--- config.mk ---
export PLATFORM = sky130hd
export DESIGN_NAME = tgmm_cell
export DESIGN_NICKNAME = d
export VERILOG_FILES = /design/src/rtl/tgmm_pkg.sv /design/src/rtl/tgmm_cell.sv
export SDC_FILE = /design/constraint.sdc
export NUM_CORES = 1
export LEC_CHECK = 0
export ABC_CLOCK_PERIOD_IN_PS = 5500
export BUFFER_PORTS_ARGS = -buffer_cell sky130_fd_sc_hd__buf_2
export CORE_ASPECT_RATIO = 0.8
export CORE_MARGIN = 5
export CORE_UTILIZATION = 47
export DETAILED_ROUTE_END_ITERATION = 10
export GPL_TIMING_DRIVEN = 0
export PLACE_DENSITY = 0.93
export SLEW_MARGIN = 10
export SYNTH_ARGS = -nofsm -noshare
export SYNTH_HDL_FRONTEND = slang
export SYNTH_SLANG_ARGS = --single-unit
--- constraint.sdc ---
create_clock -name clk -period 5.5 [get_ports clk]
set_clock_uncertainty 0.15 [all_clocks]
set_input_delay 1.1 -clock clk [delete_from_list [all_inputs] [get_ports clk]]
set_output_delay 1.1 -clock clk [all_outputs]
set_load 0.005 [all_outputs]
--- src/rtl/tgmm_pkg.sv ---
`timescale 1ns / 1ps
// shared types and widths for the timestamp group median merge
// no dependencies

package tgmm_pkg;

	localparam int SYM_W   = 16;
	localparam int STAMP_W = 27;
	localparam int PRICE_W = 32;
	localparam int MODE_W  = 8;
	localparam int SIZE_W  = 6;
	localparam int IN_DATA_W  = 144;
	localparam int OUT_DATA_W = 152;

	// control broadcast to every cell of the sorted chain
	typedef struct packed {
		logic wr;      // cell may take a new value this cycle
		logic start;   // a new group opens at cell 0
		logic adv_lo;  // lower middle marker moves one cell up
		logic adv_hi;  // upper middle marker moves one cell up
	} ctl_t;

	// what a cell hands to its right-hand neighbor
	typedef struct packed {
		logic [PRICE_W-1:0] bid;
		logic [PRICE_W-1:0] offer;
		logic               bid_gt;
		logic               offer_gt;
		logic               lo;
		logic               hi;
	} link_t;

endpackage

--- src/rtl/tgmm_cell.sv ---
`timescale 1ns / 1ps
// one cell of the sorted insertion chain: a bid, an offer and the middle markers
// depends on tgmm_pkg

module tgmm_cell import tgmm_pkg::*; (
	input  logic               clk,
	input  logic               arst_n,
	input  ctl_t               ctl,
	input  logic               occ,
	input  logic               free,
	input  logic [PRICE_W-1:0] in_bid,
	input  logic [PRICE_W-1:0] in_offer,
	input  link_t              left,
	output link_t              link
);

	logic [PRICE_W-1:0] bid_q;
	logic [PRICE_W-1:0] offer_q;
	logic               lo_q;
	logic               hi_q;
	logic               bid_gt;
	logic               offer_gt;

	// held value lies above the new one, so it moves right
	assign bid_gt   = occ && (bid_q > in_bid);
	assign offer_gt = occ && (offer_q > in_offer);

	always_ff @(posedge clk) begin
		if (ctl.wr) begin
			if (bid_gt || free) begin
				bid_q <= left.bid_gt ? left.bid : in_bid;
			end
			if (offer_gt || free) begin
				offer_q <= left.offer_gt ? left.offer : in_offer;
			end
		end
	end

	always_ff @(posedge clk or negedge arst_n) begin
		if (!arst_n) begin
			lo_q <= 1'b0;
			hi_q <= 1'b0;
		end else if (ctl.wr) begin
			if (ctl.start) begin
				lo_q <= free;
				hi_q <= free;
			end else begin
				if (ctl.adv_lo) begin
					lo_q <= left.lo;
				end
				if (ctl.adv_hi) begin
					hi_q <= left.hi;
				end
			end
		end
	end

	assign link.bid      = bid_q;
	assign link.offer    = offer_q;
	assign link.bid_gt   = bid_gt;
	assign link.offer_gt = offer_gt;
	assign link.lo       = lo_q;
	assign link.hi       = hi_q;

endmodule

* After elaboration in Yosys (flattened, before gate mapping)
Index checks and enable logic that the tools add are counted.
Word-level totals: bits in registers 66, input bits 140, output and inout port bits 68, logic and storage cells 22
Operators by class: order comparisons 2, mux-type cells 6, reduce and logical (&&, ||, !) cells 10
Operators by type and width (count):
- 32-bit > comparator | 2
- 32-bit 2-to-1 mux | 2
- 2-bit AND reduction | 4
- 1-bit 2-to-1 mux | 4
- 2-bit nonzero test | 2
- 1-bit logical AND | 2
- 1-bit logical OR | 2

* Depth between registers and ports, before layout
word-level depth 4, mapped depth 8, gate-level depth less buffers 7

* Least setup slack after synthesis
OpenSTA, ideal clock, no wires.
path type input -> register, start point input port in_offer[30], end point register offer_q[0] (enable), library setup time 441 ps, data arrival time 3968 ps, data required time 4909 ps, setup slack 941 ps, stages 7, path buffers 0, path through inv_1 ha_1 nand4_1 or3_1 a21oi_1 nor4b_1 a31oi_1
On the way: cells in the longest elaborated chain, start to end 4
Ends and longest elaborated chain:
- start: declaration | RTL line tgmm_cell.sv:12 | input logic [PRICE_W-1:0] in_offer,
- 32-bit > comparator | RTL line tgmm_cell.sv:26 | assign offer_gt = occ && (offer_q > in_offer);
- 1-bit logical AND | RTL line tgmm_cell.sv:26
- 1-bit logical OR | RTL line tgmm_cell.sv:33 | if (offer_gt || free) begin
- 2-bit AND reduction (no line)
- end signal: assignment | RTL line tgmm_cell.sv:34 | offer_q <= left.offer_gt ? left.offer : in_offer;
- end: declaration | RTL line tgmm_cell.sv:18 | logic [PRICE_W-1:0] offer_q;
Every way passes these cells. A chain may end at the register's enable or synchronous reset.

* Final worst setup path
start point input port in_offer[7], end point output port link[2] (netlist bit)
On the way: cells in the longest elaborated chain, start to end 2
Ends and longest elaborated chain:
- 32-bit > comparator | RTL line tgmm_cell.sv:26
- 1-bit logical AND | RTL line tgmm_cell.sv:26
- end: declaration | RTL line tgmm_cell.sv:14 | output link_t link
Every way passes these cells.

==> results.toml <==
[setup_path]
timing.critical_path.cells = "buf_2 -> inv_1 -> ha_1 -> a21oi_1 -> o21ai_0 -> a221o_1 -> o31ai_1 -> a21boi_0 -> buf_4 -> buf_2"
path_common_cell = "sky130_fd_sc_hd__buf_2"
slowest_delay_ns = 0.54
crit_arrival_ns = 3.22
start_kind = "input pin"
timing.setup.critical_path_class = "in -> out"
crit_reg_reg_endpoint = "offer_q[6]"
worst_setup_end_kind = "output port"
r2r.worst_path.cells = 6
cp_data_required_time_ns = 4.25
regToRegSetupSlack_ns = 2.57
worst_r2r_startpoint = "offer_q[14]"
crit_slowest_cell = "sky130_fd_sc_hd__o31ai_1"
worstPathMaxFanout = 3

[cts]
post_cts_resized = 0
worst_setup_hold_path_clk_slew_ns = 0.05
cts.htree.levels = 3
cts-root-to-sink-buffers = 2
post-cts-setup-buffer-count = 0
clock_network_latency_to_the_later_pin_of_the_worst_skew_pair_ns = 0.32
cts_inserted_buffers = 9
cts_root_buffer = "sky130_fd_sc_hd__clkbuf_16"
cts_hold_buf = 0
cts_tree = "built"
cts.sink_count = 66

[run]
cap_violations = 0

[floorplan]
fp.dieW_um = 117.3
placeableCoreArea_um2 = 9037
io_pins = 208
floorplan.initialDensity = 0.4793
die-area_um2 = 11250
floorplan.die.height_um = 95.87
fp-row-count = 31

[power_and_ir_drop]
power.static_leakage_nw = 2.948
ir_drop_v = 0.0001852
powerDensity_nw_per_um2 = 251.8
total_power_mw = 1.479

[place]
finalWeightedCongestion = 0.8753
dpl_worst_slack_ns = 1.053
port_buffers = 205
dp.cells = 770
postPlaceCellArea_um2 = 5579
post_dp_hpwl_um = 11120

[synth]
postSynthRegisterBits = 66
post_synth_inst_count = 448
seq_area_frac_synth = 0.4552
post_synth_instance_area_um2 = 4332
synthesized_area_per_cell_um2 = 9.669
postSynthNetCount = 652
ys_warn_count = 0
synthDistinctLibCells = 30

[routing]
detail_route.wl_per_cell_um = 17.16
via_count = 4180
antenna_violating_nets_post_route = 0
dr.pass1.iters = 5
post_route_wl_um = 13490
drt_iter0_drc = 295
drc = 0
detail_route.vias_per_cell = 5.318

[final_layout]
antennaDiodeCount = 0
syn2layout_area_growth_pct = 35.62
post_layout_nonfiller_instances = 786
finalCoreUtilization = 0.6500
final_layout_size_suffix_gt1_frac = 0.3502
finish.instance_area_um2 = 5874
nNetsFinal = 870

[timing]
report.final.hold_viol_count = 0
setup_violations = 0
finalMaxSlewViolations = 0
setup_ws_ns = 1.034
max_freq_mhz = 223.9
fin_crit_sh = 0.8120
min_period_ns = 4.466
rsz0062_at_grt = "false"
worst_slew_pin_slew_ns = 0.6646
worst_slew_margin_rel = 0.5507

[worst_hold_path]
holdPathEnd = "hi_q"
hold_path.startpoint = "hi_q"
worst_hold_path_type = "reg -> reg"
hold_path_depth = 1

[global_routing]
first_global_vias = 4393
total_congestion_overflow = 0
grt_first_pass_wirelength_um = 20670
largest_net_degree_at_the_start_of_global_routing = 27
grt.total_usage = 0.2270
antenna_found_initial = 0

[status]
outcome = "completed"
logic make-up after synthesis:
group | Yosys count | share of synthesized area
AOI/OAI and AO/OA | 120 | 0.1577
adders and majority gates | 64 | 0.1849
buffers and inverters | 83 | 0.07539
DFF | 66 | 0.4552
muxes | 2 | 0.005199
and+or+nand+nor | 113 | 0.1216
critical path: cells and delay by family:
family / cells / cell delay, ns
compound gates: 5 / 1.38
buf+inv: 4 / 0.40
fa+ha+maj: 1 / 0.32
area by class of cell:
cell class	count	area [um^2]
flip-flops and latches	66	1972
multi-input cells	299	2063
repair buffers	207	1074
clock buffers	9	225.2
inverters	65	244.0
plain buffers	18	82.58
clock inverters	7	70.07
fillers	731	3163
well taps	115	143.9
power by group:
group,switching [mW],internal [mW]
combinational,0.158,0.136
clock,0.217,0.350
sequential,0.0208,0.599
total,0.395,1.08
placed cells by master (no fill, tap or decap), drive strengths merged, types with 4 or more instances in the layout:
| master | instances |
|---|---|
| a21o | 8 |
| a21oi | 26 |
| buf | 211 |
| clkbuf | 23 |
| clkinv | 5 |
| edfxtp | 64 |
| ha | 64 |
| inv | 65 |
| nand2 | 71 |
| nand3 | 12 |
| nand4 | 16 |
| nor2 | 4 |
| o21ai | 68 |
metrics by stage:
step | hold WS (ns) | setup TNS [ns]
after global routing | 0.3893 | 0
after CTS | 0.3766 | 0
after floorplan | 0.3242 | 0
after global placement | 0.3430 | -1.591
final | 0.3757 | 0
after detailed placement | 0.3600 | 0
synthesized netlist by cell type, drive strengths merged:
library cell	number	area share
buf	4	0.0069
a211oi	2	0.0035
a21oi	26	0.030
a22o	2	0.0040
nand2	71	0.062
clkbuf	14	0.012
o21ai	68	0.080
mux2	2	0.0052
or3	2	0.0029
or4	2	0.0035
a21o	8	0.014
nand3	12	0.014
a21boi	2	0.0035
o31a	2	0.0040
a221o	2	0.0046
nand3b	2	0.0035
a2111oi	2	0.0040
nand4	16	0.026
dfrtp	2	0.012
inv	65	0.056
a31oi	2	0.0029
nor4b	2	0.0040
o31ai	2	0.0035
nor2	4	0.0035
edfxtp	64	0.44
ha	64	0.18
o211ai	2	0.0035
nor2b	2	0.0029
how the worst max path moves through the flow:
stage | start | end | slack, ns | depth (start not counted)
6_report | in_offer[7] | link[2] | 1.03 | 10
5_1_grt | in_bid[5] | link[3] | 0.83 | 10
4_1_cts | in_offer[7] | link[2] | 1.04 | 10
3_5_place_dp | in_bid[5] | link[3] | 1.05 | 10
3_3_place_gp | in_offer[30] | offer_q[8] | -0.03 | 8
2_1_floorplan | in_offer[30] | offer_q[0] | 0.94 | 7
registers in the layout (all words and copies together), names as in the netlist:
name	cells
hi_q	1
offer_q	32
bid_q	32
lo_q	1
layer usage:
| layer | GRT usage | vias to the layer above | share of wire |
|---|---|---|---|
| li1 | - | 2034 | - |
| met1 | 0.2734 | 1955 | 0.41 |
| met2 | 0.4058 | 159 | 0.50 |
| met3 | 0.04935 | 32 | 0.060 |
| met4 | 0.08019 | 0 | 0.025 |
| met5 | 0 | - | 0 |
No activity file was read; power rests on OpenSTA's default activity.
